`config.mk`:
```
export PLATFORM = sky130hd
export DESIGN_NAME = awv_ctrl
export DESIGN_NICKNAME = d
export VERILOG_FILES = /design/src/rtl/awv_pkg.sv /design/src/rtl/awv_ctrl.sv
export SDC_FILE = /design/constraint.sdc
export NUM_CORES = 1
export LEC_CHECK = 0
export ABC_AREA = 1
export BUFFER_PORTS_ARGS = -buffer_cell sky130_fd_sc_hd__buf_2
export CAP_MARGIN = 30
export CORE_AREA = 2 2 39 41
export CTS_CLUSTER_DIAMETER = 80
export DETAILED_ROUTE_END_ITERATION = 10
export DIE_AREA = 0 0 41 43
export GPL_TIMING_DRIVEN = 1
export PLACE_DENSITY = 0.69
export SETUP_SLACK_MARGIN = 0.5
export SYNTH_ARGS = -nofsm -noshare
export SYNTH_HDL_FRONTEND = slang
export SYNTH_SLANG_ARGS = --single-unit
export TNS_END_PERCENT = 5
```
`constraint.sdc`:
```
create_clock -name clk -period 1.8 [get_ports clk]
set_clock_uncertainty 0.15 [all_clocks]
set_input_delay 0.36 -clock clk [delete_from_list [all_inputs] [get_ports clk]]
set_output_delay 0.36 -clock clk [all_outputs]
set_load 0.02 [all_outputs]
```
`src/rtl/awv_pkg.sv`:
```
// ----------------------------------------------------------------------------
// awv_pkg
// Shared types and constants of the wavetable voice: item layouts, item kinds,
// register indexes, controller states and the controller-to-datapath command.
// ----------------------------------------------------------------------------
`default_nettype none

package awv_pkg;

    localparam int PHASE_FRAC = 16;
    localparam int STEP_W     = 24;
    localparam int ENV_W      = 17;
    localparam int SCALE_W    = 25;
    localparam int DAC_W      = 10;
    localparam int DAC_SUM_W  = 13;
    localparam int DAC_GAIN   = 270;
    localparam int DAC_BIAS   = 300;
    localparam int DAC_MAX    = 1023;
    localparam int CFG_IDX_W  = 3;
    localparam int CFG_W      = 24;

    localparam logic [ENV_W-1:0] ENV_ONE       = 17'h10000;
    localparam logic [15:0]      LFO_MIX_RESET = 16'h8000;

    // item kinds
    localparam logic [2:0] KIND_TICK     = 3'd0;
    localparam logic [2:0] KIND_NOTE_ON  = 3'd1;
    localparam logic [2:0] KIND_NOTE_OFF = 3'd2;
    localparam logic [2:0] KIND_WAVE_WR  = 3'd3;
    localparam logic [2:0] KIND_LFO_WR   = 3'd4;

    // register indexes
    localparam logic [CFG_IDX_W-1:0] CFG_MODE        = 3'd0;
    localparam logic [CFG_IDX_W-1:0] CFG_START_DELAY = 3'd1;
    localparam logic [CFG_IDX_W-1:0] CFG_LFO_MIX     = 3'd2;
    localparam logic [CFG_IDX_W-1:0] CFG_LFO_STEP    = 3'd3;
    localparam logic [CFG_IDX_W-1:0] CFG_SUSTAIN     = 3'd4;
    localparam logic [CFG_IDX_W-1:0] CFG_ATTACK      = 3'd5;
    localparam logic [CFG_IDX_W-1:0] CFG_DECAY       = 3'd6;
    localparam logic [CFG_IDX_W-1:0] CFG_RELEASE     = 3'd7;

    typedef struct packed {
        logic [2:0]         kind;
        logic [23:0]        phase_step;
        logic [7:0]         table_index;
        logic signed [15:0] table_sample;
    } in_item_t;

    typedef struct packed {
        logic [DAC_W-1:0] dac_value;
        logic             voice_active;
    } out_item_t;

    typedef enum logic [6:0] {
        ST_IDLE = 7'b0000001,
        ST_READ = 7'b0000010,
        ST_LO   = 7'b0000100,
        ST_HI   = 7'b0001000,
        ST_MIX  = 7'b0010000,
        ST_PROD = 7'b0100000,
        ST_OUT  = 7'b1000000
    } state_t;

    typedef struct packed {
        logic note_on;
        logic note_end;
        logic wave_we;
        logic lfo_we;
        logic env_run;
        logic mul_lo;
        logic mul_hi;
        logic mix;
        logic mul_out;
        logic load_out;
    } ctl_t;

endpackage

`default_nettype wire

```
`src/rtl/awv_ctrl.sv`:
```
// ----------------------------------------------------------------------------
// awv_ctrl
// Sequencer of the voice: takes items, issues state updates and table
// writes, steps a tick through the datapath and owns the result valid flag.
// ----------------------------------------------------------------------------
`default_nettype none

module awv_ctrl (
    input  wire logic        clk,
    input  wire logic        rst_n,
    input  wire logic        cmd_valid,
    output logic             cmd_ready,
    input  wire logic [2:0]  kind,
    output logic             res_valid,
    input  wire logic        res_ready,
    output awv_pkg::ctl_t    ctl
);

    awv_pkg::state_t state_reg, state_next;
    logic            res_valid_reg, res_valid_next;
    logic            accept;

    assign cmd_ready = (state_reg == awv_pkg::ST_IDLE);
    assign accept    = cmd_valid && cmd_ready;

    always_comb
    begin
        state_next = state_reg;
        ctl        = '0;
        case (state_reg)
            awv_pkg::ST_IDLE:
            begin
                if (accept)
                begin
                    case (kind)
                        awv_pkg::KIND_TICK:     state_next   = awv_pkg::ST_READ;
                        awv_pkg::KIND_NOTE_ON:  ctl.note_on  = 1'b1;
                        awv_pkg::KIND_NOTE_OFF: ctl.note_end = 1'b1;
                        awv_pkg::KIND_WAVE_WR:  ctl.wave_we  = 1'b1;
                        awv_pkg::KIND_LFO_WR:   ctl.lfo_we   = 1'b1;
                        default:                ;
                    endcase
                end
            end
            awv_pkg::ST_READ:
            begin
                ctl.env_run = 1'b1;
                state_next  = awv_pkg::ST_LO;
            end
            awv_pkg::ST_LO:
            begin
                ctl.mul_lo = 1'b1;
                state_next = awv_pkg::ST_HI;
            end
            awv_pkg::ST_HI:
            begin
                ctl.mul_hi = 1'b1;
                state_next = awv_pkg::ST_MIX;
            end
            awv_pkg::ST_MIX:
            begin
                ctl.mix    = 1'b1;
                state_next = awv_pkg::ST_PROD;
            end
            awv_pkg::ST_PROD:
            begin
                ctl.mul_out = 1'b1;
                state_next  = awv_pkg::ST_OUT;
            end
            awv_pkg::ST_OUT:
            begin
                // wait here until the output register is free
                if (!res_valid_reg || res_ready)
                begin
                    ctl.load_out = 1'b1;
                    state_next   = awv_pkg::ST_IDLE;
                end
            end
            default:
            begin
                state_next = awv_pkg::ST_IDLE;
            end
        endcase
    end

    always_comb
    begin
        if (ctl.load_out)
        begin
            res_valid_next = 1'b1;
        end
        else if (res_ready)
        begin
            res_valid_next = 1'b0;
        end
        else
        begin
            res_valid_next = res_valid_reg;
        end
    end

    always_ff @(posedge clk or negedge rst_n)
    begin
        if (!rst_n)
        begin
            state_reg     <= awv_pkg::ST_IDLE;
            res_valid_reg <= 1'b0;
        end
        else
        begin
            state_reg     <= state_next;
            res_valid_reg <= res_valid_next;
        end
    end

    assign res_valid = res_valid_reg;

`ifndef NO_ASSERTIONS
    a_tick_enters_read: assert property (@(posedge clk) disable iff (!rst_n)
        (cmd_valid && cmd_ready && kind == awv_pkg::KIND_TICK)
            |=> state_reg == awv_pkg::ST_READ)
        else $error("tick item did not start the datapath sequence");

    a_load_only_when_free: assert property (@(posedge clk) disable iff (!rst_n)
        ctl.load_out |-> (!res_valid_reg || res_ready))
        else $error("result register overwritten before it was taken");

    a_result_from_out_state: assert property (@(posedge clk) disable iff (!rst_n)
        $rose(res_valid_reg) |-> $past(state_reg == awv_pkg::ST_OUT))
        else $error("result appeared without a finished tick");

    a_hold_while_blocked: assert property (@(posedge clk) disable iff (!rst_n)
        (state_reg == awv_pkg::ST_OUT && res_valid_reg && !res_ready)
            |=> state_reg == awv_pkg::ST_OUT)
        else $error("finished tick dropped while output was blocked");
`endif

endmodule

`default_nettype wire

```
# Word-level counts from Yosys, hierarchy flattened

Index checks and enable logic that the tools add are counted.

Eq/ne operators: 14
Muxes and demuxes: 19
Reduce and logical (&&, ||, !) cells: 6

Operator list:

| operator                                                              | number |
|---|---|
| 7-bit case mux with 7 select lines                                    | 1 |
| 7-bit 2-to-1 mux                                                      | 3 |
| 1-bit 2-to-1 mux                                                      | 13 |
| 4-bit 2-to-1 mux                                                      | 2 |
| 7-bit by 1-bit equality test with 1-bit output, second input constant | 1 |
| 7-bit by 2-bit equality test with 1-bit output, second input constant | 1 |
| 7-bit by 3-bit equality test with 1-bit output, second input constant | 1 |
| 7-bit by 4-bit equality test with 1-bit output, second input constant | 1 |
| 7-bit by 5-bit equality test with 1-bit output, second input constant | 1 |
| 7-bit by 6-bit equality test with 1-bit output, second input constant | 1 |
| 7-bit equality test, second input constant                            | 1 |
| 3-bit by 2-bit equality test with 1-bit output, second input constant | 2 |
| 2-bit by 1-bit != test with 1-bit output, second input constant       | 2 |
| 3-bit by 1-bit equality test with 1-bit output, second input constant | 1 |
| 3-bit equality test, second input constant                            | 1 |
| 3-bit logical NOT                                                     | 1 |
| 3-bit AND reduction                                                   | 1 |
| 2-bit != test, second input constant                                  | 1 |
| 2-bit nonzero test                                                    | 1 |
| 1-bit logical AND                                                     | 1 |
| 1-bit logical NOT                                                     | 1 |
| 1-bit logical OR                                                      | 1 |

Flip-flop bits (word level): 8
Input port bits: 7
Output and inout port bits: 12
Word-level logic and storage cells: 41

# Logic depth before layout (Yosys ltp)

Gate-level depths: netlist of run 1.

Depth in word-level cells: 5
Depth in mapped cells: 8
Mapped depth without buffers: 8

# Worst setup path before layout of run 1

No wires, ideal clock.

Path type: flip-flop to output port
Start: register state_reg[0]
End: output ctl[8] (netlist bit)
Arrival time: 1.436 ns
Data required time: 1.290 ns
Slack: -0.146 ns
Cell stages (with the launch flop): 5
Path buffers: 0
Cells stage by stage: dfstp_2 nand2_1 nor2_4 nand2_2 nor4_1

RTL lines:

| what                   | line            | source |
|---|---|---|
| from (decl)            | awv_ctrl.sv:19  | `awv_pkg::state_t state_reg, state_next;` |
| from (signal assigned) | awv_ctrl.sv:106 | `state_reg <= awv_pkg::ST_IDLE;` |
| from (signal assigned) | awv_ctrl.sv:111 | `state_reg <= state_next;` |
| to (decl)              | awv_ctrl.sv:16  | `output awv_pkg::ctl_t ctl` |

==> results_dict.tcl, run 1 <==
set metrics [dict create \
    async_reset_ff_frac 1.00 \
    synth.most_common_cell "nand2_1" \
    drt_pass1_iterations 4 \
    slew_viol_final 0 \
    grt_pass1_wl_um 2190 \
    grt_overflow 0 \
    p_per_area_mw_per_mm2 1110 \
    synth.avg_cell_area_um2 7.35 \
    grt_max_degree 9 \
    cp.required_ns 1.29 \
    cp-end-kind "primary output" \
    synth_fp_nets 86 \
    synth.distinct_cells 18 \
    finalCritPeriodShare 1.09 \
    path_max_fanout 5 \
    row_count 14 \
    yosys-top-cells-area "dfrtp_1, nand2_1, inv_1" \
    p_int_uw 524 \
    min_path_type "in -> reg" \
    p_switching_uw 438 \
    critical_path_class "reg -> out" \
    synth_flop_cell "dfrtp_1" \
    setup_viol 7 \
    ir_worst_vdd_mv 0.649 \
    viasPerCell 4.77 \
    power_frac_seq 0.248 \
    htreeDepth 1 \
    start_kind "register" \
    clk_pin_slew_ns 0.06 \
    die_y_um 43 \
    drt_iter0_drc 18 \
    power_uw 962 \
    num_vias 577 \
    worstSkewPairLatency_ns 0.25 \
    finish.instance_area_um2 866 \
    drive_gt1_frac 0.571 \
    dieArea_mm2 0.00176 \
    hold_viol_final 0 \
    yosysSeqAreaShare 0.347 \
    grt_pass1_vias 520 \
    n_fill_cell 132 \
    cap_violations 0 \
    wl_um 1330 \
    ant_nets 0 \
    grtUsageTotal 0.187 \
    coreArea_mm2 0.00138 \
    ios 19 \
    drc 0 \
    status "complete, but fails checks" \
    synthCells 79 \
    portBuffers 18 \
    setup_ws_ns -0.153 \
    routabilityCongestion 0.764 \
    antenna_found_initial 0 \
    cts_tree "built" \
    hpwl_um 1000 \
    dp_slack_ns 0.0197 \
    p_leak_nw 0.467 \
    pwr-share-comb 0.597 \
    num_antenna_cells 0 \
    start_util 0.420 \
    min_period_ns 1.95 \
    p_sw_frac 0.455 \
    violations "setup timing" \
    arrival_ns 1.44 \
    cts.sinks 8 \
    synth_top_area_share 0.302 \
    synth_area_leader_cell "dfrtp_1" \
    ys_ff_latch 8 \
    largest_reg_flops 7 \
    p_clk_frac 0.155 \
    yosys_warnings 0 \
    nNetsFinal 113 \
    worstMarginPinSlew_ns 0.202 \
    cts_buffers 3 \
    syn_area_um2 581 \
    synth_edf_count 0 \
    cts_root_buf "clkbuf_4" \
    ys_top_cells_by_count "nand2_1, inv_1, nor2_1, inv_2, dfrtp_1" \
    rsz0062_at_grt "yes" \
    finish.utilization 0.626 \
    maxSlewHeadroom 0.864 \
    placed_area_um2 726 \
    post_drt_wl_per_cell_um 11.0 \
    cts_buffer_depth 2 \
    area_delta_synth_final_pct 49.1 \
    fmax_mhz 512 \
    die_x_um 41 \
]
==> area by class of cell <==
cell class              count  area [um^2]  share of cell area
clock buffers               4         26.3              0.0303
inverters                  20         80.1              0.0925
multi-input cells          49          345               0.399
flip-flops and latches      8          201               0.233
well taps                  16         20.0              0.0231
repair buffers             24          193               0.223
==> timing repair <==
item | CTS | global route
resized for setup | 16 | 13
hold endpoints to repair | 7 | 0
hold buffers | 1 | 0
buffers inserted | 1 | 2
setup endpoints to repair | 13 | 14
pin swaps | 5 | 3
==> per-layer routing <==
metal  up-vias  global-route usage  part of all wire
met5         -                   0                 0
met4         0               0.120             0.023
met3         4              0.0314             0.041
met2        21               0.303              0.56
met1       262               0.211              0.37
li1        290                   -                 -
==> worst max-delay path, stage by stage (launching register included) <==
cell and delay, ns:
dfstp_2 0.54, nand2_2 0.06, nor2_4 0.11, nand2_4 0.09, clkinv_4 0.06, nand3_4 0.06, nor3_4 0.13, buf_6 0.14
==> kinds of logic (layout without fill, tap and decap cells) <==
group / after synthesis / after routing / synth area share
compound gates: 3 / 3 / 0.0259
buf+inv: 22 / 48 / 0.155
flops: 8 / 8 / 0.347
simple gates: 46 / 46 / 0.472
==> power by group through the flow <==
| stage | clock network (mW) | logic, mW | registers [mW] |
|---|---|---|---|
| CTS | 0.155 | 0.542 | 0.240 |
| floorplan | 0 | 0.387 | 0.239 |
| detailed placement | 0 | 0.484 | 0.243 |
| global placement | 0 | 0.474 | 0.240 |
| global route | 0.163 | 0.637 | 0.240 |
| finish | 0.149 | 0.574 | 0.239 |
==> worst paths after layout <==
kind	start	end	slack, ns	cells past startpoint
worst max-delay path	state_reg[0]	ctl[7]	-0.15	7
worst min-delay path	res_ready	res_valid	0.17	2
worst max register to register	state_reg[0]	state_reg[0]	0.45	8
worst min register to register	res_valid	res_valid	0.42	2
max in group asynchronous	rst_n	state_reg[0]	0.91	2
min in group asynchronous	rst_n	state_reg[3]	0.34	2
==> per-stage QoR <==
| stage | hold WS, ns | instances | TNS [ns] |
|---|---|---|---|
| floorplan | -0.0856 | 79 | 0 |
| global placement | 0.0654 | 113 | 0 |
| detailed placement | 0.0662 | 113 | 0 |
| CTS | 0.168 | 119 | -0.864 |
| global route | 0.191 | 121 | -1.15 |
| finish | 0.167 | 121 | -0.467 |
==> cells in the final DEF, fill, tap and decap left out, types with 4 or more instances in the layout <==
master,instances
dfrtp_1,7
buf_6,8
nand2_1,10
nand2_4,5
nor2_1,7
buf_2,8
inv_1,9
inv_2,10
nor2_4,4
nand3_1,4
buf_4,7
Note: power is estimated with default switching activity, not from simulation.
==> run 2, diff against run 1 <==
--- a/config.mk
+++ b/config.mk
@@ -13,7 +13,7 @@
 export DETAILED_ROUTE_END_ITERATION = 10
 export DIE_AREA = 0 0 41 43
 export GPL_TIMING_DRIVEN = 1
-export PLACE_DENSITY = 0.69
+export PLACE_DENSITY_LB_ADDON = 0.12
 export SETUP_SLACK_MARGIN = 0.5
 export SYNTH_ARGS = -nofsm -noshare
 export SYNTH_HDL_FRONTEND = slang
==> run 2 against run 1 <==
  * Utilization rose by 2.8 points
  * Clock-buffer cell count did not move
  * Combinational power rose by 16%
  * The run still ends with setup timing left
  * Non-clock buffer count rose by 3
  * Worst hold slack improved by 0.0065 ns
  * Critical path type unchanged
  * Global-route usage fell by 0.27 points
  * Sequential power barely moved
==> results_dict.tcl, run 2 (synthesis gave the netlist of run 1 again) <==
set metrics [dict create \
    finalCritPeriodShare 1.08 \
    die_x_um 41 \
    cap_violations 0 \
    drt_pass1_iterations 4 \
    min_period_ns 1.94 \
    crit_slowest_cell "dfstp_2" \
    fmax_mhz 514 \
    p_per_area_mw_per_mm2 1170 \
    finish.instance_area_um2 905 \
    violations "setup timing" \
    drt_iter0_drc 7 \
    num_antenna_cells 0 \
    start_util 0.420 \
    wl_um 1380 \
    path_buf_inv 2 \
    status "complete, but fails checks" \
    min_path_type "in -> reg" \
    dieArea_mm2 0.00176 \
    antenna_found_initial 0 \
    maxSlewHeadroom 0.853 \
    row_count 14 \
    nNetsFinal 116 \
    hold_viol_final 0 \
    hpwl_um 938 \
    clk_pin_slew_ns 0.06 \
    slew_viol_final 0 \
    num_vias 586 \
    n_fill_cell 121 \
    routabilityCongestion 0.838 \
    cts_buffers 3 \
    p_sw_frac 0.457 \
    p_leak_nw 0.487 \
    cts.sinks 8 \
    ant_nets 0 \
    ios 19 \
    p_switching_uw 486 \
    grt_pass1_wl_um 2110 \
    setup_viol 8 \
    htreeDepth 1 \
    cp_cell_sequence "nand2_2, nor2_4, nand2_4, clkinv_4, nand3_4, nor3_4, buf_6" \
    grt_pass1_vias 525 \
    rrSetupSlack_ns 0.35 \
    drive_gt1_frac 0.583 \
    max_stage_delay_ns 0.55 \
    cts_tree "built" \
    cp.required_ns 1.29 \
    start_kind "register" \
    rsz0062_at_grt "yes" \
    grt_max_degree 9 \
    worstSkewPairLatency_ns 0.26 \
    setup_ws_ns -0.144 \
    p_int_uw 577 \
    ir_worst_vdd_mv 0.860 \
    crit_family "flip-flops" \
    viasPerCell 4.73 \
    fin_cells 124 \
    final_cell_mix "nand2_1, inv_1, buf_6" \
    dp.cells 113 \
    power_frac_seq 0.226 \
    portBuffers 18 \
    drc 0 \
    grtUsageTotal 0.185 \
    p_clk_frac 0.147 \
    worstMarginPinSlew_ns 0.218 \
    final_common_cell "nand2_1" \
    arrival_ns 1.43 \
    critical_path_class "reg -> out" \
    coreArea_mm2 0.00138 \
    regArea_um2 201 \
    area_delta_synth_final_pct 55.8 \
    cts_root_buf "clkbuf_4" \
    largest_reg_flops 7 \
    die_y_um 43 \
    cp-end-kind "primary output" \
    cts_buffer_depth 2 \
    multi_input_area_um2 352 \
    placed_area_um2 726 \
    path_max_fanout 4 \
    grt_overflow 0 \
    post_drt_wl_per_cell_um 11.1 \
    pwr-share-comb 0.628 \
]
-- run 2: worst paths after layout --
check / end / cells after the start / start
setup reg to reg: state_reg[0] / 9 / state_reg[0]
hold reg to reg: res_valid / 2 / res_valid
max in group asynchronous: state_reg[0] / 2 / rst_n
hold / removal: res_valid / 2 / res_ready
min in group asynchronous: state_reg[2] / 2 / rst_n
setup / recovery: ctl[7] / 7 / state_reg[0]
-- run 2: final cells by class --
| type | count | area share |
|---|---|---|
| sequential | 8 | 0.223 |
| clock buffer | 4 | 0.0290 |
| timing repair buffer | 27 | 0.246 |
| inverter | 20 | 0.0913 |
| tap | 16 | 0.0221 |
| multi-input combinational | 49 | 0.389 |
-- run 2: metrics by stage --
step	worst slack (ns)	power, mW	setup TNS, ns	hold WS [ns]	util
6_report	-0.144	1.06	-0.838	0.173	0.654
3_5_place_dp	0.0339	0.727	0	0.0634	0.524
5_1_grt	-0.235	1.14	-1.49	0.178	0.654
3_3_place_gp	0.0516	0.721	0	0.0630	0.524
2_1_floorplan	0.0883	0.625	0	-0.0856	-
4_1_cts	-0.171	0.996	-0.772	0.173	0.610
-- run 2: routing by layer --
metal / track usage / up-vias / routed length, um
met5: 0 / - / 0
met4: 0.100 / 0 / 25
met3: 0.0471 / 4 / 38
met2: 0.284 / 11 / 724
met1: 0.223 / 271 / 592
li1: - / 300 / -
-- run 2: power by group through the flow --
stage / sequential [mW] / clock (mW) / combinational [mW]
4_1_cts: 0.239 / 0.157 / 0.599
3_5_place_dp: 0.241 / 0 / 0.486
3_3_place_gp: 0.241 / 0 / 0.480
2_1_floorplan: 0.239 / 0 / 0.387
5_1_grt: 0.242 / 0.166 / 0.731
6_report: 0.240 / 0.156 / 0.667
-- run 2: worst reg2reg max path: cells and delay by family (launching register included) --
kind	cells	cell delay, ns
buffers and inverters	3	0.23
DFF	1	0.55
and+or+nand+nor	6	0.47
-- run 2: what timing repair did --
item                                    CTS  global route
buffers inserted                          3             3
hold endpoints to repair                  7             0
pin swaps                                 6             5
hold buffers                              1             0
gates resized for setup                  20            12
endpoints found under the setup margin   13            14
